$ cat src/rtl/nfws_pkg.sv
package nfws_pkg;

	localparam int MAX_WAYPOINTS = 64;
	localparam int IDX_W = 6;
	localparam int CNT_W = 7;
	localparam int ROOT_W = 34;
	localparam int DIR_W = 18;
	localparam int ONE_Q16 = 65536;

	typedef logic signed [31:0] coord_t;
	typedef logic signed [32:0] diff_t;
	typedef logic signed [65:0] prod_t;
	typedef logic [67:0] wide_t;

	typedef struct packed {
		coord_t x;
		coord_t y;
		coord_t z;
	} point_t;

	typedef struct packed {
		logic found;
		logic [IDX_W-1:0] index;
		wide_t d2;
		wide_t l2;
		diff_t dx;
		diff_t dy;
		diff_t dz;
		point_t pos;
	} best_t;

	typedef enum logic [1:0] {
		REG_COUNT = 2'd0,
		REG_END_X = 2'd1,
		REG_END_Y = 2'd2,
		REG_END_Z = 2'd3
	} reg_idx_t;

	typedef enum logic [2:0] {
		ST_IDLE,
		ST_SEARCH,
		ST_ROOT,
		ST_DIVIDE,
		ST_EMIT
	} state_t;

	localparam logic FUNC_LOAD = 1'b0;
	localparam logic FUNC_QUERY = 1'b1;

	function automatic wide_t sext_prod(prod_t p);
		return {{2{p[65]}}, p};
	endfunction

	function automatic diff_t sub_ext(coord_t a, coord_t b);
		return {a[31], a} - {b[31], b};
	endfunction

endpackage

$ cat src/rtl/nfws_sqrt.sv
module nfws_sqrt (
	input  logic                       clk,
	input  logic                       arst_n,
	input  logic                       start,
	input  nfws_pkg::wide_t            value,
	output logic                       done,
	output logic [nfws_pkg::ROOT_W-1:0] root
);
	import nfws_pkg::*;

	logic [67:0] val_q;
	logic [36:0] rem_q;
	logic [ROOT_W-1:0] root_q;
	logic [5:0] cnt_q;
	logic busy_q;
	logic done_q;
	logic [36:0] rem_t;
	logic [36:0] trial;

	assign rem_t = {rem_q[34:0], val_q[67:66]};
	assign trial = {1'b0, root_q, 2'b01};

	always_ff @(posedge clk or negedge arst_n) begin
		if (!arst_n) begin
			busy_q <= 1'b0;
			done_q <= 1'b0;
			cnt_q <= '0;
		end else begin
			done_q <= 1'b0;
			if (start) begin
				busy_q <= 1'b1;
				cnt_q <= 6'(ROOT_W - 1);
			end else if (busy_q) begin
				cnt_q <= cnt_q - 6'd1;
				if (cnt_q == 6'd0) begin
					busy_q <= 1'b0;
					done_q <= 1'b1;
				end
			end
		end
	end

	// one result bit per cycle, two radicand bits consumed
	always_ff @(posedge clk) begin
		if (start) begin
			val_q <= value;
			rem_q <= '0;
			root_q <= '0;
		end else if (busy_q) begin
			val_q <= {val_q[65:0], 2'b00};
			if (rem_t >= trial) begin
				rem_q <= rem_t - trial;
				root_q <= {root_q[ROOT_W-2:0], 1'b1};
			end else begin
				rem_q <= rem_t;
				root_q <= {root_q[ROOT_W-2:0], 1'b0};
			end
		end
	end

	assign done = done_q;
	assign root = root_q;

endmodule

$ cat config.mk
export PLATFORM = sky130hd
export DESIGN_NAME = nfws_sqrt
export DESIGN_NICKNAME = d
export VERILOG_FILES = /design/src/rtl/nfws_pkg.sv /design/src/rtl/nfws_sqrt.sv
export SDC_FILE = /design/constraint.sdc
export NUM_CORES = 1
export LEC_CHECK = 0
export ABC_AREA = 1
export BUFFER_PORTS_ARGS = -buffer_cell sky130_fd_sc_hd__buf_2
export CAP_MARGIN = 5
export CORE_ASPECT_RATIO = 0.75
export CORE_MARGIN = 2
export CORE_UTILIZATION = 59
export DETAILED_ROUTE_END_ITERATION = 16
export GPL_ROUTABILITY_DRIVEN = 1
export PLACE_DENSITY = 0.87
export SYNTH_ARGS = -nofsm -noshare
export SYNTH_HDL_FRONTEND = slang
export SYNTH_SLANG_ARGS = --single-unit
$ cat constraint.sdc
create_clock -name clk -period 3.9 [get_ports clk]
set_clock_uncertainty 0.2 [all_clocks]
set_input_delay 0.78 -clock clk [delete_from_list [all_inputs] [get_ports clk]]
set_output_delay 0.78 -clock clk [all_outputs]
set_load 0.01 [all_outputs]
==> out/results.ini <==
[sta]
finalCriticalPeriod_ns = 2.82
drv_slew = 0
min_period_over_period_pct = 72.3
max_slew_margin_pct = 29.0
hold_ws_ns = 0.310
setup_tns_ns = 0
rsz0062_at_grt = false
tightestPinTransition_ns = 1.06
setup_ws_ns = 1.08
finalHoldViolCount = 0
clock.fmax_ghz = 0.355
setup_viol = 0

[critical_path]
crit_buf_inv = 2
crit_path_end_kind = register
crit_slowest_cell = nand2_4
criticalPathCategory = register to register
worstPathArrival_ns = 2.96
crit_path_max_incr_delay_ns = 0.39
crit_family = simple AND/OR/NAND/NOR gates
cp_common_cell = nand2_1
cp_max_fo = 36
worstSetupStartpointType = register
regToRegSetupSlack_ns = 1.08
required_ns = 4.04
path_cells = inv_1 > ha_1 > a21oi_1 > nand3_2 > nand2_1 > nand2_2 > nand2_2 > nand2_2 > nand2_4 > nand2_8 > nand2_1 > inv_1 > nand2_1 > nand2_1

[drt]
vias_per_cell = 5.44
dr.pass1.iters = 5
drc_errors = 0
drt-initial-drc-count = 650
routed-via-count = 7908
postRouteAntennaNets = 0
wl_mm = 21.4
wl_per_cell_um = 14.7

[cells_and_area]
fin_area_mm2 = 0.00969
multi_input_area_mm2 = 0.00414
regArea_mm2 = 0.00362
fillers = 1150
final_cells = 1453
n_antenna_cell = 0
fin_nets = 1374
drive_gt1_share_pct = 14.2
syn_to_final_growth_pct = 13.8

[synthesis]
synth.avg_cell_area_um2 = 7.26
synth_top_area_share_pct = 24.0
synth-compound-area-share_pct = 5.68
yosys-top-cells-count = 459 x nand2_1, 145 x inv_1, 95 x nand3_1, 69 x dfxtp_1, 68 x edfxtp_1
syn_nets = 1283
synthFlopType = dfxtp_1
synth_area_mm2 = 0.00852
synth.most_common_cell = nand2_1
yosysWarnings = 0
syn_inst = 1174
async_reset_ff_share_pct = 5.52
ys_ff_latch = 145
ys_seq_area_share_pct = 42.5
synth_mux_area_share_pct = 0
synth-edff-count = 68
ys_top_cells_by_area = edfxtp_1 24%, nand2_1 20%, dfxtp_1 16%
synthXorXnorAreaFrac_pct = 1.75
synthAdderAreaFrac_pct = 5.58
yosysTopAreaCell = edfxtp_1
synthSimpleGateAreaFrac_pct = 35.5
yosysUniqueCellTypes = 36
synth_top_family_by_area = simple AND/OR/NAND/NOR gates

[grt]
grt_pass1_vias = 7410
grt_max_degree = 72
grt_pass1_wl_mm = 35.7
antenna_found_initial = 0
grt_use_total_pct = 29.4
grt_overflow = 0

[clock_tree]
cts_buffers = 17
cts_max_level = 4
cts_resized = 0
path_clk_slew_ns = 0.07
post_cts_buffers = 0
tritoncts = built
clock-sinks = 145
clk_latency_ns = 0.43
clockBufferDepth = 2
holdBufCountCts = 1
root_buffer = clkbuf_16

[floorplan]
dieArea_mm2 = 0.0154
num_rows = 37
core_mm2 = 0.0139
initial_core_util_pct = 61.3
die_height_um = 108
ios = 106
die_w_um = 143

[power]
power_switching_uw = 3350
ir_worst_vdd_mv = 0.387
intPower_uw = 3910
pwr-share-comb_pct = 51.4
p_leak_uw = 0.00504
p_sw_share_pct = 46.1
pwr-share-seq_pct = 27.1
powerDensity_mw_per_mm2 = 748
clockPowerShare_pct = 21.4

[place]
place_congestion = 0.975
io_buffers = 105
post-place-ws_ns = 1.14
dp_hpwl_mm = 15.1
place_inst = 1420
place_area_mm2 = 0.00913

[hold_path]
worst_hold_path_type = register to register

[flow_run]
cap_viol_max_count = 0

[run_status]
run_status = finished clean

[sequential cells by signal (all words and copies together) (netlist names)]
name and cells:
done 1, rem_q 35, val_q 68, cnt_q 6, busy_q 1, root 34
[metrics by stage]
step                power, uW  utilization (%)
floorplan                4860                -
global placement         5540             65.7
detailed placement       5610             65.7
CTS                      7170             69.8
global route             7820             69.8
finish                   7250             69.8
[path summary, 6_finish.rpt]
path,from,to,cells after the start
min reg2reg,cnt_q[0],cnt_q[0],2
min,cnt_q[0],cnt_q[0],2
min in group asynchronous,arst_n,cnt_q[5],2
max in group asynchronous,arst_n,cnt_q[1],2
max reg2reg,root[2],rem_q[33],14
max,root[2],rem_q[33],14
[worst register-to-register path, delay by kind of cell, from the launching register on]
kind                     cells  cell delay, ns
adder cells (fa/ha/maj)      1            0.36
AND/OR/NAND/NOR             10            1.49
flip-flops                   1            0.33
buffers and inverters        2            0.13
AO/OA/AOI/OAI                1            0.24
[cells in the final DEF (no fill, tap or decap), types with 17 or more instances in the layout]
master / n
buf_2: 105
o22ai_1: 34
a21oi_1: 27
dfxtp_1: 69
nor2_1: 62
clkbuf_16: 17
edfxtp_1: 68
nand3_1: 95
ha_1: 38
inv_1: 145
nand2_1: 459
nand4_1: 41
[area by class of cell]
type	instances	area share [%]
Tap cell	175	2.26
Inverter	150	5.82
Clock inverter	12	1.14
Clock buffer	20	4.61
Sequential cell	145	37.4
Multi-Input combinational cell	839	42.7
Timing Repair Buffer	112	6.12
[power by group through the flow]
stage,registers [uW],clock network (uW),logic (uW)
after floorplan,1950,0,2910
after global placement,1980,0,3560
after detailed placement,1990,0,3620
after CTS,1960,1550,3650
after global routing,1990,1630,4210
final,1970,1560,3730
[layer usage]
layer / part of all wire (%) / vias up / global-route usage (%)
met1: 46 / 3569 / 40.8
li1: - / 3980 / -
met3: 8.0 / 35 / 6.91
met2: 44 / 324 / 46.6
met5: 0 / - / 0
met4: 1.6 / 0 / 8.13
[cell families (layout without fill, tap and decap cells)]
family,count (synthesis),in the layout
compound gates,84,84
buf+inv,190,294
xor+xnor,17,17
flops,145,145
fa+ha+maj,38,38
simple gates,700,700
Power figures use the tool's default switching activity.
