`config.mk`:
```
export PLATFORM = sky130hd
export DESIGN_NAME = nfws_div
export DESIGN_NICKNAME = d
export VERILOG_FILES = /design/src/rtl/nfws_pkg.sv /design/src/rtl/nfws_div.sv
export SDC_FILE = /design/constraint.sdc
export NUM_CORES = 1
export LEC_CHECK = 0
export BUFFER_PORTS_ARGS = -buffer_cell sky130_fd_sc_hd__buf_2
export CORE_UTILIZATION = 36
export DETAILED_ROUTE_END_ITERATION = 12
export SYNTH_ARGS = -nofsm -noshare
export SYNTH_HDL_FRONTEND = slang
export SYNTH_SLANG_ARGS = --single-unit
```
`constraint.sdc`:
```
create_clock -name clk -period 7.9 [get_ports clk]
set_input_delay 1.58 -clock clk [delete_from_list [all_inputs] [get_ports clk]]
set_output_delay 1.58 -clock clk [all_outputs]
set_load 0.05 [all_outputs]
```
`src/rtl/nfws_pkg.sv`:
```
package nfws_pkg;

	localparam int MAX_WAYPOINTS = 64;
	localparam int IDX_W = 6;
	localparam int CNT_W = 7;
	localparam int ROOT_W = 34;
	localparam int DIR_W = 18;
	localparam int ONE_Q16 = 65536;

	typedef logic signed [31:0] coord_t;
	typedef logic signed [32:0] diff_t;
	typedef logic signed [65:0] prod_t;
	typedef logic [67:0] wide_t;

	typedef struct packed {
		coord_t x;
		coord_t y;
		coord_t z;
	} point_t;

	typedef struct packed {
		logic found;
		logic [IDX_W-1:0] index;
		wide_t d2;
		wide_t l2;
		diff_t dx;
		diff_t dy;
		diff_t dz;
		point_t pos;
	} best_t;

	typedef enum logic [1:0] {
		REG_COUNT = 2'd0,
		REG_END_X = 2'd1,
		REG_END_Y = 2'd2,
		REG_END_Z = 2'd3
	} reg_idx_t;

	typedef enum logic [2:0] {
		ST_IDLE,
		ST_SEARCH,
		ST_ROOT,
		ST_DIVIDE,
		ST_EMIT
	} state_t;

	localparam logic FUNC_LOAD = 1'b0;
	localparam logic FUNC_QUERY = 1'b1;

	function automatic wide_t sext_prod(prod_t p);
		return {{2{p[65]}}, p};
	endfunction

	function automatic diff_t sub_ext(coord_t a, coord_t b);
		return {a[31], a} - {b[31], b};
	endfunction

endpackage

```
`src/rtl/nfws_div.sv`:
```
module nfws_div (
	input  logic                              clk,
	input  logic                              arst_n,
	input  logic                              start,
	input  nfws_pkg::diff_t                   delta,
	input  logic [nfws_pkg::ROOT_W-1:0]       len,
	output logic                              done,
	output logic signed [nfws_pkg::DIR_W-1:0] comp
);
	import nfws_pkg::*;

	logic [49:0] rem_q;
	logic [50:0] dsr_q;
	logic [DIR_W-1:0] quo_q;
	logic [4:0] cnt_q;
	logic busy_q;
	logic done_q;
	logic neg_q;
	logic zero_q;
	logic [32:0] mag;
	logic [DIR_W-1:0] sat;

	assign mag = delta[32] ? 33'(-delta) : 33'(delta);

	always_ff @(posedge clk or negedge arst_n) begin
		if (!arst_n) begin
			busy_q <= 1'b0;
			done_q <= 1'b0;
			cnt_q <= '0;
		end else begin
			done_q <= 1'b0;
			if (start) begin
				busy_q <= 1'b1;
				cnt_q <= 5'(DIR_W - 1);
			end else if (busy_q) begin
				cnt_q <= cnt_q - 5'd1;
				if (cnt_q == 5'd0) begin
					busy_q <= 1'b0;
					done_q <= 1'b1;
				end
			end
		end
	end

	// restoring divide, rounding bias added up front
	always_ff @(posedge clk) begin
		if (start) begin
			rem_q <= {1'b0, mag, 16'b0} + 50'(len[ROOT_W-1:1]);
			dsr_q <= {len, 17'b0};
			quo_q <= '0;
			neg_q <= delta[32];
			zero_q <= (len == '0);
		end else if (busy_q) begin
			dsr_q <= dsr_q >> 1;
			if ({1'b0, rem_q} >= dsr_q) begin
				rem_q <= 50'({1'b0, rem_q} - dsr_q);
				quo_q <= {quo_q[DIR_W-2:0], 1'b1};
			end else begin
				quo_q <= {quo_q[DIR_W-2:0], 1'b0};
			end
		end
	end

	assign sat = (quo_q > DIR_W'(ONE_Q16)) ? DIR_W'(ONE_Q16) : quo_q;
	assign comp = zero_q ? '0 : (neg_q ? -$signed(sat) : $signed(sat));
	assign done = done_q;

endmodule

```
==> run summary <==
Clock Root Buffer - sky130_fd_sc_hd__clkbuf_16
Number of distinct library cells after synthesis - 75
Worst path slowest cell - sky130_fd_sc_hd__nor4_1
Number of top-level pins - 89
R2R depth - 11
Number of buffers inserted by port buffering - 88
Routed via count - 9239
Synth-to-Final Area Change - 12.60%
Worst-path fanout max - 10
Number of antenna violations at the first check in global routing - 0
Peak per-stage delay on the critical path - 0.71 ns
Start point of the worst min-delay path - dsr_q[0]
Max-slew headroom - 43.84%
Weighted congestion reported at the end of routability-driven placement - 0.8830
Total count of max-transition violations in the final report - 0
Hold violation count in the final report - 0
Post-route total power - 4.041 mW
Global route total overflow - 0
N_diodes - 0
Source of the worst register-to-register timing path - dsr_q[22]
Ratio of cells with drive above 1 in the final layout - 11.97%
Drt total wl - 30420 um
Clock-pin slew on the worst setup and hold paths - 0.06 ns
Number of core rows - 62
Synthesized area per cell - 8.529 um2
Reg-to-reg setup timing slack - 3.67 ns
Mapped Area - 0.01057 mm2
End point of the most critical hold path - dsr_q[0]
Kind of start point of the critical path - flop
DRC violation count after routing - 0
Cts bufs inserted - 17
Reg2reg end - rem_q[1]
# Max-Cap Violations - 0
Area contributors post-synth - sky130_fd_sc_hd__edfxtp_1 (24%), sky130_fd_sc_hd__ha_1 (8.4%), sky130_fd_sc_hd__dfxtp_1 (6.6%)
Main flop type after synthesis - sky130_fd_sc_hd__edfxtp_1
Area enclosed by the die boundary - 0.03004 mm2
Die Wd - 173.3 um
Static leakage - 5.125 nW
Wire length of the first global-routing pass - 48690 um
Vias per std cell - 5.477
Detailed Route Iter0 Violations - 797
Cell count of the worst hold path - 2
Critical Path, Cell by Cell - nor4_1 > nand4_1 > or4_1 > a21oi_1 > nand2_1 > ha_1 > o31ai_1 > nand2_1 > o21ai_0 > nor2_1 > xnor2_1 > nor2_1 > buf_2
Syn_nets - 1382
Vias in the first global route - 8993
Post-CTS Hold Fix Bufs - 0
Aggregate negative setup slack - 0 ns
Time the worst path needs with I/O delays and setup - 5.898 ns
Unrepaired setup endpoints after global routing - false
Dpl cells - 1655
Router iterations before antenna repair - 5
Transition time of the tightest slew-check pin - 0.8423 ns
Setup-failing EPs final - 0
Areal power density over the cells - 339.6 mW/mm2
Number of nets in the layout - 1433
Area of the core - 0.02878 mm2
Buffer count from post-CTS setup fixing - 0
Initial Utilization - 36.72%
Final cell count without fillers - 1687
Dominant cell type by area after synthesis - sky130_fd_sc_hd__edfxtp_1
CP Capture Type - primary output
H-tree levels - 4
Proportion of synthesized chip area in sequential cells - 32.73%
Number of standard cells after synthesis - 1239
FFs w/ async S/R, synth - 5.469%
Fraction of the cycle the final worst path needs - 74.66%
Remaining number of nets flagged by the antenna check after routing - 0
CTS sink count - 128
Die Height - 173.3 um
Arrival time reported for the critical path endpoint - 4.32 ns
Clock tree from TritonCTS - built
Routed wire length per instance - 18.03 um
Synth top area share - 24.44%
Number of flops mapped to enable cells by yosys - 86
Worst IR Drop VDD - 0.1694 mV
Classification of the worst-slack hold path - flop to flop
Fin Clk Skew - 0.01141 ns
Overall track demand over capacity in global routing - 20.42%
Maximum clock frequency - 169.5 MHz
Post-CTS sizing - 0
Sum of net half-perimeters after detailed placement - 23370 um
Worst-Skew Late Latency - 0.42 ns
Worst EP required - 6.32 ns
Number of warning messages in the yosys log - 0
Worst setup path category - flop to primary output
Largest net degree at the start of global routing - 87
Status - complete, no violations
Synthesized flop and latch total - 128
Final-layout worst hold slack - 0.5073 ns
Max clock buf depth - 2
-- worst max-delay path by stage --
| stage | slack [ns] | to | cells past startpoint | start |
|---|---|---|---|---|
| after floorplan | 2.41 | comp[4] | 10 | quo_q[2] |
| after global placement | 2.33 | rem_q[47] | 15 | delta[10] |
| after detailed placement | 2.21 | rem_q[47] | 15 | delta[10] |
| after CTS | 2.06 | comp[12] | 13 | quo_q[2] |
| after global routing | 1.65 | comp[12] | 13 | quo_q[2] |
| final | 2.00 | comp[12] | 13 | quo_q[2] |
-- cell usage in the layout (no fill, tap or decap), drive strengths merged, types with 54 or more instances in the layout --
cell,synthesis,layout
edfxtp,86,86
o31ai,56,56
nor2,108,108
ha,71,71
xor2,54,54
nand2,126,126
o21ai,89,89
inv,77,83
xnor2,59,59
a21oi,75,75
buf,6,94
-- power by group --
| group | total (mW) | internal (mW) | switching [mW] | leakage [nW] |
|---|---|---|---|---|
| Clock | 0.802 | 0.487 | 0.315 | 0.306 |
| Combinational | 2.21 | 0.836 | 1.37 | 3.55 |
| Sequential | 1.03 | 0.962 | 0.0704 | 1.27 |
| Total | 4.04 | 2.28 | 1.76 | 5.12 |
-- synthesized netlist by cell type, types with 4 or more instances --
master                     number
sky130_fd_sc_hd__and2_1         5
sky130_fd_sc_hd__o21ai_0       89
sky130_fd_sc_hd__o211ai_1       6
sky130_fd_sc_hd__nor4_1        14
sky130_fd_sc_hd__nor2b_1       10
sky130_fd_sc_hd__a211oi_1      11
sky130_fd_sc_hd__nor3_1        24
sky130_fd_sc_hd__clkbuf_1      56
sky130_fd_sc_hd__o31ai_1       56
sky130_fd_sc_hd__or2_2          6
sky130_fd_sc_hd__nand2_1      126
sky130_fd_sc_hd__nor2_1       108
sky130_fd_sc_hd__mux2i_1       41
sky130_fd_sc_hd__a31oi_1        6
sky130_fd_sc_hd__a21oi_1       75
sky130_fd_sc_hd__nand3_1       19
sky130_fd_sc_hd__inv_1         76
sky130_fd_sc_hd__o21bai_1      17
sky130_fd_sc_hd__dfxtp_1       35
sky130_fd_sc_hd__a21boi_0       6
sky130_fd_sc_hd__o41ai_1       12
sky130_fd_sc_hd__or3_1          8
sky130_fd_sc_hd__a21o_1        36
sky130_fd_sc_hd__xor2_1        54
sky130_fd_sc_hd__and3_1        14
sky130_fd_sc_hd__edfxtp_1      86
sky130_fd_sc_hd__buf_1          4
sky130_fd_sc_hd__xnor2_1       59
sky130_fd_sc_hd__a221oi_1       6
sky130_fd_sc_hd__ha_1          71
sky130_fd_sc_hd__nand4_1       18
sky130_fd_sc_hd__nand2b_1       8
sky130_fd_sc_hd__dfrtp_1        7
sky130_fd_sc_hd__nor3b_1        4
sky130_fd_sc_hd__o21a_1         7
-- critical path: cells and delay by family (launching register included) --
kind                       cells  cell delay (ns)
AOI/OAI and AO/OA              3             0.89
DFF                            1             0.37
buffers and inverters          1             0.27
and+or+nand+nor                7             1.92
adders and majority gates      1             0.30
xor gates and xnor gates       1             0.13
-- stage by stage --
| stage | setup slack, ns | instance area [um2] | utilization, % |
|---|---|---|---|
| final | 2.002 | 11900 | 41.34 |
| after global routing | 1.646 | 11900 | 41.34 |
| after CTS | 2.061 | 11900 | 41.34 |
| after detailed placement | 2.215 | 11290 | 39.24 |
| after global placement | 2.333 | 11290 | 39.24 |
| after floorplan | 2.414 | 10570 | - |
-- routing by layer --
layer,GRT usage (%),vias up,routed length [um]
li1,-,4624,-
met5,0,-,0
met1,29.16,4351,15220
met4,5.937,0,491
met2,31.94,243,13250
met3,2.763,21,1460
-- cell families after synthesis --
group	after synthesis	share of synthesized area (%)
AOI/OAI and AO/OA	354	21.84
xor gates and xnor gates	113	9.365
adders and majority gates	73	8.785
buffers and inverters	140	5.079
DFF	128	32.73
muxes	41	3.883
and+or+nand+nor	390	18.32
-- sequential cells by signal, indices dropped and copies added (netlist names) --
name    count
busy_q      1
dsr_q      51
done        1
cnt_q       5
zero_q      1
rem_q      50
neg_q       1
quo_q      18
-- area by class of cell --
type | count | area (um2)
fill | 2933 | 16880
multi-input combinational | 971 | 6574
sequential | 128 | 3460
clock buffer | 23 | 543.0
timing repair buffer | 94 | 488.0
tap | 384 | 480.5
inverter | 78 | 292.8
clock inverter | 9 | 61.31
No activity file was read; power rests on OpenSTA's default activity.
